[config.mk]
export PLATFORM = sky130hd
export DESIGN_NAME = utf8_decoder_raw_fallback
export DESIGN_NICKNAME = d
export VERILOG_FILES = /design/src/rtl/utf8dec_pkg.sv /design/src/rtl/utf8_decoder_raw_fallback.sv /design/src/rtl/utf8dec_core.sv /design/src/rtl/utf8dec_queue.sv
export SDC_FILE = /design/constraint.sdc
export NUM_CORES = 1
export LEC_CHECK = 0
export BUFFER_PORTS_ARGS = -buffer_cell sky130_fd_sc_hd__buf_2
export CAP_MARGIN = 10
export CORE_MARGIN = 2
export CORE_UTILIZATION = 30
export DETAILED_ROUTE_END_ITERATION = 6
export PLACE_DENSITY = 0.55
export SYNTH_ARGS = -nofsm -noshare
export SYNTH_HDL_FRONTEND = slang
export SYNTH_HIERARCHICAL = 1
export SYNTH_SLANG_ARGS = --single-unit
[constraint.sdc]
create_clock -name clk_i -period 11.05 [get_ports clk_i]
set_clock_uncertainty 0.1 [all_clocks]
set_input_delay 2.21 -clock clk_i [delete_from_list [all_inputs] [get_ports clk_i]]
set_output_delay 2.21 -clock clk_i [all_outputs]
set_load 0.005 [all_outputs]
[src/rtl/utf8dec_pkg.sv]
// Shared types and constants for the UTF-8 decoder with raw-byte fallback.
// Used by utf8dec_core, utf8dec_queue and the top level; depends on nothing.
package utf8dec_pkg;

  localparam int unsigned ByteW      = 8;
  localparam int unsigned CpW        = 21;
  localparam int unsigned MaxRes     = 4;
  localparam int unsigned ResCntW    = 3;
  localparam int unsigned QueueDepth = 8;
  localparam int unsigned InTdataW   = 8;
  localparam int unsigned OutTdataW  = 24;

  // Byte classes.
  localparam logic [ByteW-1:0] LeadMin  = 8'hC0;
  localparam logic [ByteW-1:0] Lead3Min = 8'hE0;
  localparam logic [ByteW-1:0] Lead4Min = 8'hF0;
  localparam logic [ByteW-1:0] ContMask = 8'hC0;
  localparam logic [ByteW-1:0] ContTag  = 8'h80;
  localparam logic [ByteW-1:0] LeadKeep = 8'h7F;

  // Sequence length codes; zero means no sequence is open.
  localparam logic [2:0] LenNone = 3'd0;
  localparam logic [2:0] Len2    = 3'd2;
  localparam logic [2:0] Len3    = 3'd3;
  localparam logic [2:0] Len4    = 3'd4;

  typedef logic [CpW-1:0] cp_t;

  // Results caused by one input byte, in order from index zero.
  typedef struct packed {
    logic [ResCntW-1:0]    cnt;
    cp_t [MaxRes-1:0]      cp;
    logic                  last;
  } res_t;

endpackage

[src/rtl/utf8_decoder_raw_fallback.sv]
// UTF-8 decoder with raw-byte fallback: one byte per request, one code point per result.
// A byte's results are written into the result queue and reach the master side from there.
// Throughput: one byte per cycle while the queue has room; a broken sequence yields
// up to four results that drain one per cycle while the master side is ready, through
// an eight-entry result queue, which stalls input once it holds more than four waiting
// results. Reset (rst_ni low, asynchronous) closes any open sequence and empties the queue.
// Depends on utf8dec_pkg, utf8dec_core and utf8dec_queue.
module utf8_decoder_raw_fallback #(
  parameter int unsigned QDepth = utf8dec_pkg::QueueDepth
) (
  input  logic                                clk_i,
  input  logic                                rst_ni,
  input  logic                                s_tvalid_i,
  output logic                                s_tready_o,
  input  logic [utf8dec_pkg::InTdataW-1:0]    s_tdata_i,  // [7:0] byte_in
  input  logic                                s_tlast_i,  // last_in
  output logic                                m_tvalid_o,
  input  logic                                m_tready_i,
  output logic [utf8dec_pkg::OutTdataW-1:0]   m_tdata_o,  // [20:0] code_point, [23:21] zero
  output logic                                m_tlast_o   // last_out
);
  import utf8dec_pkg::*;

  logic accept;
  res_t res;
  cp_t  out_cp;

  assign accept = s_tvalid_i && s_tready_o;

  utf8dec_core u_core (
    .clk_i    (clk_i),
    .rst_ni   (rst_ni),
    .accept_i (accept),
    .byte_i   (s_tdata_i[ByteW-1:0]),
    .last_i   (s_tlast_i),
    .res_o    (res)
  );

  utf8dec_queue #(
    .QDepth (QDepth)
  ) u_queue (
    .clk_i       (clk_i),
    .rst_ni      (rst_ni),
    .push_i      (accept),
    .res_i       (res),
    .ready_o     (s_tready_o),
    .out_valid_o (m_tvalid_o),
    .out_ready_i (m_tready_i),
    .out_cp_o    (out_cp),
    .out_last_o  (m_tlast_o)
  );

  assign m_tdata_o = {(OutTdataW - CpW)'(0), out_cp};

endmodule

[src/rtl/utf8dec_core.sv]
// Decoder state and per-byte decode logic: turns one byte into zero to four results.
// Depends on utf8dec_pkg.
module utf8dec_core (
  input  logic                        clk_i,
  input  logic                        rst_ni,
  input  logic                        accept_i,
  input  logic [utf8dec_pkg::ByteW-1:0] byte_i,
  input  logic                        last_i,
  output utf8dec_pkg::res_t           res_o
);
  import utf8dec_pkg::*;

  logic [ByteW-1:0] lead_q, lead_d;
  logic [2:0]       exp_q, exp_d;
  logic [1:0]       hc_q, hc_d;
  logic [ByteW-1:0] held_q [2];
  logic             hw_en;
  logic             hw_idx;

  always_comb begin
    logic [ResCntW-1:0] n;
    logic               fresh;
    logic               cont;
    cp_t                cp;

    lead_d = lead_q;
    exp_d  = exp_q;
    hc_d   = hc_q;
    hw_en  = 1'b0;
    hw_idx = hc_q[0];
    res_o  = '0;
    n      = '0;
    fresh  = 1'b1;
    cont   = (byte_i & ContMask) == ContTag;
    cp     = '0;

    if (exp_q != LenNone) begin
      if (cont) begin
        fresh = 1'b0;
        if (({1'b0, hc_q} + 3'd2) == exp_q) begin
          // Sequence complete: keep the lead's payload bits, append six per byte.
          cp = cp_t'(lead_q & (LeadKeep >> exp_q));
          for (int i = 0; i < 2; i++) begin
            if (2'(i) < hc_q) begin
              cp = {cp[CpW-7:0], held_q[i][5:0]};
            end
          end
          cp = {cp[CpW-7:0], byte_i[5:0]};
          res_o.cp[0] = cp;
          n      = 3'd1;
          lead_d = '0;
          exp_d  = LenNone;
          hc_d   = '0;
        end else if (last_i) begin
          // Stream ends inside the sequence: everything goes out raw.
          res_o.cp[n[1:0]] = cp_t'(lead_q);
          n = n + 3'd1;
          for (int i = 0; i < 2; i++) begin
            if (2'(i) < hc_q) begin
              res_o.cp[n[1:0]] = cp_t'(held_q[i]);
              n = n + 3'd1;
            end
          end
          res_o.cp[n[1:0]] = cp_t'(byte_i);
          n      = n + 3'd1;
          lead_d = '0;
          exp_d  = LenNone;
          hc_d   = '0;
        end else begin
          hw_en = 1'b1;
          hc_d  = hc_q + 2'd1;
        end
      end else begin
        // Broken sequence: flush lead and held bytes, then treat this byte as new.
        res_o.cp[n[1:0]] = cp_t'(lead_q);
        n = n + 3'd1;
        for (int i = 0; i < 2; i++) begin
          if (2'(i) < hc_q) begin
            res_o.cp[n[1:0]] = cp_t'(held_q[i]);
            n = n + 3'd1;
          end
        end
        lead_d = '0;
        exp_d  = LenNone;
        hc_d   = '0;
      end
    end

    if (fresh) begin
      if (byte_i < LeadMin || last_i) begin
        res_o.cp[n[1:0]] = cp_t'(byte_i);
        n = n + 3'd1;
      end else begin
        lead_d = byte_i;
        exp_d  = (byte_i >= Lead4Min) ? Len4 : ((byte_i >= Lead3Min) ? Len3 : Len2);
        hc_d   = '0;
      end
    end

    res_o.cnt  = n;
    res_o.last = last_i && (n != '0);
  end

  always_ff @(posedge clk_i or negedge rst_ni) begin
    if (!rst_ni) begin
      lead_q <= '0;
      exp_q  <= LenNone;
      hc_q   <= '0;
    end else if (accept_i) begin
      lead_q <= lead_d;
      exp_q  <= exp_d;
      hc_q   <= hc_d;
    end
  end

  always_ff @(posedge clk_i) begin
    if (accept_i && hw_en) begin
      held_q[hw_idx] <= byte_i;
    end
  end

  // An open sequence always has room for at least one more continuation.
  a_open_room: assert property (@(posedge clk_i) disable iff (!rst_ni)
    exp_q != LenNone |-> ({1'b0, hc_q} + 3'd2) <= exp_q)
    else $error("held count went past the sequence length");

  a_closed_clean: assert property (@(posedge clk_i) disable iff (!rst_ni)
    exp_q == LenNone |-> (hc_q == 2'd0 && lead_q == '0))
    else $error("closed sequence left state behind");

  a_last_closes: assert property (@(posedge clk_i) disable iff (!rst_ni)
    accept_i && last_i |=> exp_q == LenNone)
    else $error("sequence open after end of stream");

endmodule

[src/rtl/utf8dec_queue.sv]
// Result queue: takes a burst of up to four results in one cycle and drains one per
// cycle while out_ready_i is high. Depends on utf8dec_pkg.
module utf8dec_queue #(
  parameter int unsigned QDepth = utf8dec_pkg::QueueDepth
) (
  input  logic                  clk_i,
  input  logic                  rst_ni,
  input  logic                  push_i,
  input  utf8dec_pkg::res_t     res_i,
  output logic                  ready_o,
  output logic                  out_valid_o,
  input  logic                  out_ready_i,
  output utf8dec_pkg::cp_t      out_cp_o,
  output logic                  out_last_o
);
  import utf8dec_pkg::*;

  localparam int unsigned PtrW = $clog2(QDepth);
  localparam int unsigned CntW = $clog2(QDepth + 1);

  cp_t             cp_q   [QDepth];
  logic            last_q [QDepth];
  logic [PtrW-1:0] rd_q, rd_d, wr_q, wr_d;
  logic [CntW-1:0] count_q, count_d;
  logic            pop;

  assign pop         = out_valid_o && out_ready_i;
  assign out_valid_o = count_q != '0;
  assign out_cp_o    = cp_q[rd_q];
  assign out_last_o  = last_q[rd_q];
  // Accept only while a full burst is sure to fit.
  assign ready_o     = count_q <= CntW'(QDepth - MaxRes);

  always_comb begin
    rd_d    = pop ? rd_q + PtrW'(1) : rd_q;
    wr_d    = push_i ? wr_q + PtrW'(res_i.cnt) : wr_q;
    count_d = count_q + (push_i ? CntW'(res_i.cnt) : CntW'(0)) - (pop ? CntW'(1) : CntW'(0));
  end

  always_ff @(posedge clk_i or negedge rst_ni) begin
    if (!rst_ni) begin
      rd_q    <= '0;
      wr_q    <= '0;
      count_q <= '0;
    end else begin
      rd_q    <= rd_d;
      wr_q    <= wr_d;
      count_q <= count_d;
    end
  end

  always_ff @(posedge clk_i) begin
    for (int k = 0; k < MaxRes; k++) begin
      if (push_i && ResCntW'(k) < res_i.cnt) begin
        cp_q[wr_q + PtrW'(k)]   <= res_i.cp[k];
        last_q[wr_q + PtrW'(k)] <= res_i.last && (ResCntW'(k + 1) == res_i.cnt);
      end
    end
  end

  a_count_bound: assert property (@(posedge clk_i) disable iff (!rst_ni)
    count_q <= CntW'(QDepth))
    else $error("result queue overfilled");

  a_burst_fits: assert property (@(posedge clk_i) disable iff (!rst_ni)
    push_i |-> ({1'b0, count_q} + (CntW + 1)'(res_i.cnt)) <= (CntW + 1)'(QDepth))
    else $error("burst written into a queue without room");

  a_pop_only: assert property (@(posedge clk_i) disable iff (!rst_ni)
    pop && !push_i |=> count_q == $past(count_q) - CntW'(1))
    else $error("queue count wrong after a lone pop");

endmodule

==> results.cfg <==
[power]
fin_total_pwr_mw = 3.52
leakagePower_nw = 5.55
p_per_area_nw_per_um2 = 217
vdd_drop_max_mv = 0.209

[synth]
synth.mux.area_fraction = 0.0927
synth-edff-count = 192
synth-warning-count = 6
synth.most_common_cell = sky130_fd_sc_hd__nand2_1
synth-simple-area-share = 0.142
synth-seq-cells = 215
synth.area.top_cells = sky130_fd_sc_hd__edfxtp_1 39%, sky130_fd_sc_hd__nand2_1 8.5%, sky130_fd_sc_hd__mux4_2 6.7%
yosysSeqAreaShare = 0.426
postSynthAreaPerCell_um2 = 9.23
yosys-top-cells-count = 338 x sky130_fd_sc_hd__nand2_1, 192 x sky130_fd_sc_hd__edfxtp_1, 146 x sky130_fd_sc_hd__o22ai_1
postSynth.topFlopCell = sky130_fd_sc_hd__edfxtp_1
yosys.area_share.adder = 0.0178
yosys_top_cell_area_share = 0.387
post_synth_inst_count = 1614
netlist.top_cell.by_area = sky130_fd_sc_hd__edfxtp_1
async_reset_ff_frac = 0.107
synth_cell_type_count = 80
post_synth_instance_area_um2 = 14900
synth_xor_area_frac = 0.00865
largest_family_of_logic_cells_by_synthesized_area = compound AO/OA/AOI/OAI gates
synth-compound-area-share = 0.223

[timing]
final_period_minus_worst_setup_slack_ns = 7.31
drv_slew = 0
setup-tns-final_ns = 0
worst_slack_ns = 3.74
hold_violations = 0
max_transition_margin = 0.138
tcrit_tclk_final = 0.662
report.final.setup_viol = 0
grt_setup_unrepaired = no
tightestPinTransition_ns = 1.29
achievable_clock_frequency_mhz = 137

[drt]
detailroute.via_count = 13600
postRouteAntennaNets = 0
drcViolationCount = 1
drtIter0Drc = 2085
avgRoutedWirePerCell_um = 26.6
totalWireLength_mm = 58.4
vias_per_cell = 6.19
dr.pass1.iters = 7

[clocking]
clock-sinks = 215
clk-insertion-delay-late_ns = 0.55
cts_buffers = 25
cts.reportedPaths.clkPinSlew_ns = 0.06
ctsHtreeMaxLevel = 1
cts_tree = done
clock_tree.root_cell = sky130_fd_sc_hd__clkbuf_16
post_cts_setup_inserts = 0
post_cts_hold_buffer_count = 0
cts-root-to-sink-buffers = 3
cts_resized = 0

[setup_path]
startpoint_type = input port
data_arrival_critical_path_ns = 7.28
worstPathRequired_ns = 11.02
critical_path.endpoint_type = flop
critical_path_peak_fanout = 23
timing_worst_setup_path_type = in2reg

[floorplanning]
floorplan.initialDensity = 0.304
fp.dieH_um = 227
num_rows = 81
fp.dieArea_um2 = 51500
die-width_um = 227
coreArea_um2 = 49000
top_level_ports = 40

[cells_and_area]
fin_cells = 2194
synth_to_final_area_change_pct = 8.83
finish.utilization = 0.331
drive_above_1_share = 0.146
num-nets-final = 1544
insertedDiodeCount = 0

[status]
run_status = finished, violations left
failed_checks = design-rule violations

[placed_design]
dpl.hpwl_mm = 38.9
dp_slack_ns = 3.25
placed_cells = 2145
buffer_ports.inserted = 36
finalWeightedCongestion = 0.968

[global_route]
number_of_antenna_violations_at_the_first_check_in_global_routing = 0
overflow = 0
aggregate_global_route_resource_usage = 0.226
first_global_vias = 13100
global_route_wire_length_before_repair_mm = 86.2
grt_start_max_net_pins = 45

[flow_run]
max_cap_viol_count = 0

[min_path]
hold_path.class = reg2reg
==> layout by cell type, fill, tap and decap left out, types with 7 or more instances in the layout <==
master and count:
sky130_fd_sc_hd__a21oi_1 112, sky130_fd_sc_hd__a22o_1 14, sky130_fd_sc_hd__a31oi_1 124, sky130_fd_sc_hd__and2_1 16, sky130_fd_sc_hd__buf_2 36, sky130_fd_sc_hd__buf_4 48, sky130_fd_sc_hd__bufinv_16 7, sky130_fd_sc_hd__clkbuf_16 25
sky130_fd_sc_hd__conb_1 42, sky130_fd_sc_hd__dfrtp_1 21, sky130_fd_sc_hd__edfxtp_1 192, sky130_fd_sc_hd__ha_1 18, sky130_fd_sc_hd__inv_1 27, sky130_fd_sc_hd__mux2_2 24, sky130_fd_sc_hd__mux2i_1 12, sky130_fd_sc_hd__mux4_2 44
sky130_fd_sc_hd__nand2_1 338, sky130_fd_sc_hd__nand2b_1 10, sky130_fd_sc_hd__nand3_1 20, sky130_fd_sc_hd__nand4_1 10, sky130_fd_sc_hd__nor2_1 37, sky130_fd_sc_hd__nor2b_1 8, sky130_fd_sc_hd__nor3_1 9, sky130_fd_sc_hd__o21ai_0 28
sky130_fd_sc_hd__o22ai_1 145, sky130_fd_sc_hd__o32ai_1 22, sky130_fd_sc_hd__or3_1 10, sky130_fd_sc_hd__xnor2_1 7
==> power by group <==
part | total, mW | switching [mW] | leakage, nW | internal [mW]
clock network | 0.947 | 0.366 | 0.455 | 0.582
registers | 1.13 | 0.104 | 2.04 | 1.03
logic | 1.44 | 0.879 | 3.06 | 0.561
total | 3.52 | 1.35 | 5.55 | 2.17
==> stage by stage <==
| step | hold slack (ns) | cell area [um^2] |
|---|---|---|
| after global routing | 0.404 | 16200 |
| after global placement | 0.360 | 15200 |
| final | 0.369 | 16200 |
| after CTS | 0.382 | 16200 |
| after floorplan | 0.365 | 15100 |
| after detailed placement | 0.375 | 15200 |
==> critical path, cell delays in order <==
cell,delay [ns]
sky130_fd_sc_hd__buf_2,0.23
sky130_fd_sc_hd__nor2b_1,0.69
sky130_fd_sc_hd__o2111ai_1,0.21
sky130_fd_sc_hd__o21ai_0,0.13
sky130_fd_sc_hd__nand2_1,0.13
sky130_fd_sc_hd__ha_1,0.34
sky130_fd_sc_hd__nand2_1,0.07
sky130_fd_sc_hd__o21ai_0,0.09
sky130_fd_sc_hd__buf_4,0.20
sky130_fd_sc_hd__a21oi_1,0.51
sky130_fd_sc_hd__or3_1,0.80
sky130_fd_sc_hd__and2_1,0.81
sky130_fd_sc_hd__nand2_1,0.84
==> kinds of logic (layout without fill, tap and decap cells) <==
| group | Yosys count | after routing |
|---|---|---|
| xor+xnor | 13 | 13 |
| mux | 80 | 80 |
| fa+ha+maj | 20 | 20 |
| simple gates | 485 | 485 |
| flops | 215 | 215 |
| compound gates | 515 | 515 |
| buf+inv | 284 | 160 |
| other cells | 2 | 42 |
==> worst paths after layout <==
| check | end | start | cells past startpoint | slack [ns] |
|---|---|---|---|---|
| max in group asynchronous | u_queue/rd_q[0]$_DFFE_PN0P_ | rst_ni | 1 | 8.91 |
| hold reg to reg | u_queue/rd_q[2]$_DFFE_PN0P_ | u_queue/rd_q[2]$_DFFE_PN0P_ | 1 | 0.37 |
| setup / recovery | u_queue/cp_q[5][6]$_DFFE_PP_ | s_tdata_i[7] | 13 | 3.74 |
| hold / removal | u_queue/rd_q[2]$_DFFE_PN0P_ | u_queue/rd_q[2]$_DFFE_PN0P_ | 1 | 0.37 |
| setup reg to reg | u_queue/cp_q[5][6]$_DFFE_PP_ | u_core/hc_q[1]$_DFFE_PN0P_ | 13 | 4.77 |
| min in group asynchronous | u_queue/count_q[1]$_DFF_PN0_ | rst_ni | 1 | 1.54 |
==> per-layer routing <==
metal / wire, um / global-route usage / vias to the layer above
met4: 3260 / 0.114 / 0
met1: 23200 / 0.303 / 6535
met5: 0 / 0 / -
li1: - / - / 5754
met3: 6320 / 0.0444 / 255
met2: 25700 / 0.347 / 1044
==> final cells by class <==
| type | instances | area (um^2) |
|---|---|---|
| fillers | 4993 | 32700 |
| multi-input cells | 1155 | 7430 |
| flip-flops and latches | 215 | 6350 |
| well taps | 664 | 831 |
| clock buffers | 26 | 629 |
| repair buffers | 86 | 579 |
| clock inverters | 20 | 300 |
| inverters | 28 | 105 |
==> sequential cells by signal, summed over array words and instances (netlist names) <==
| signal | flops |
|---|---|
| u_queue/wr_q | 3 |
| u_queue/last_q | 8 |
| u_core/hc_q | 2 |
| u_core/exp_q | 3 |
| u_core/held_q | 16 |
| u_core/lead_q | 8 |
| u_queue/cp_q | 168 |
| u_queue/rd_q | 3 |
| u_queue/count_q | 4 |
Power figures use the tool's default switching activity.
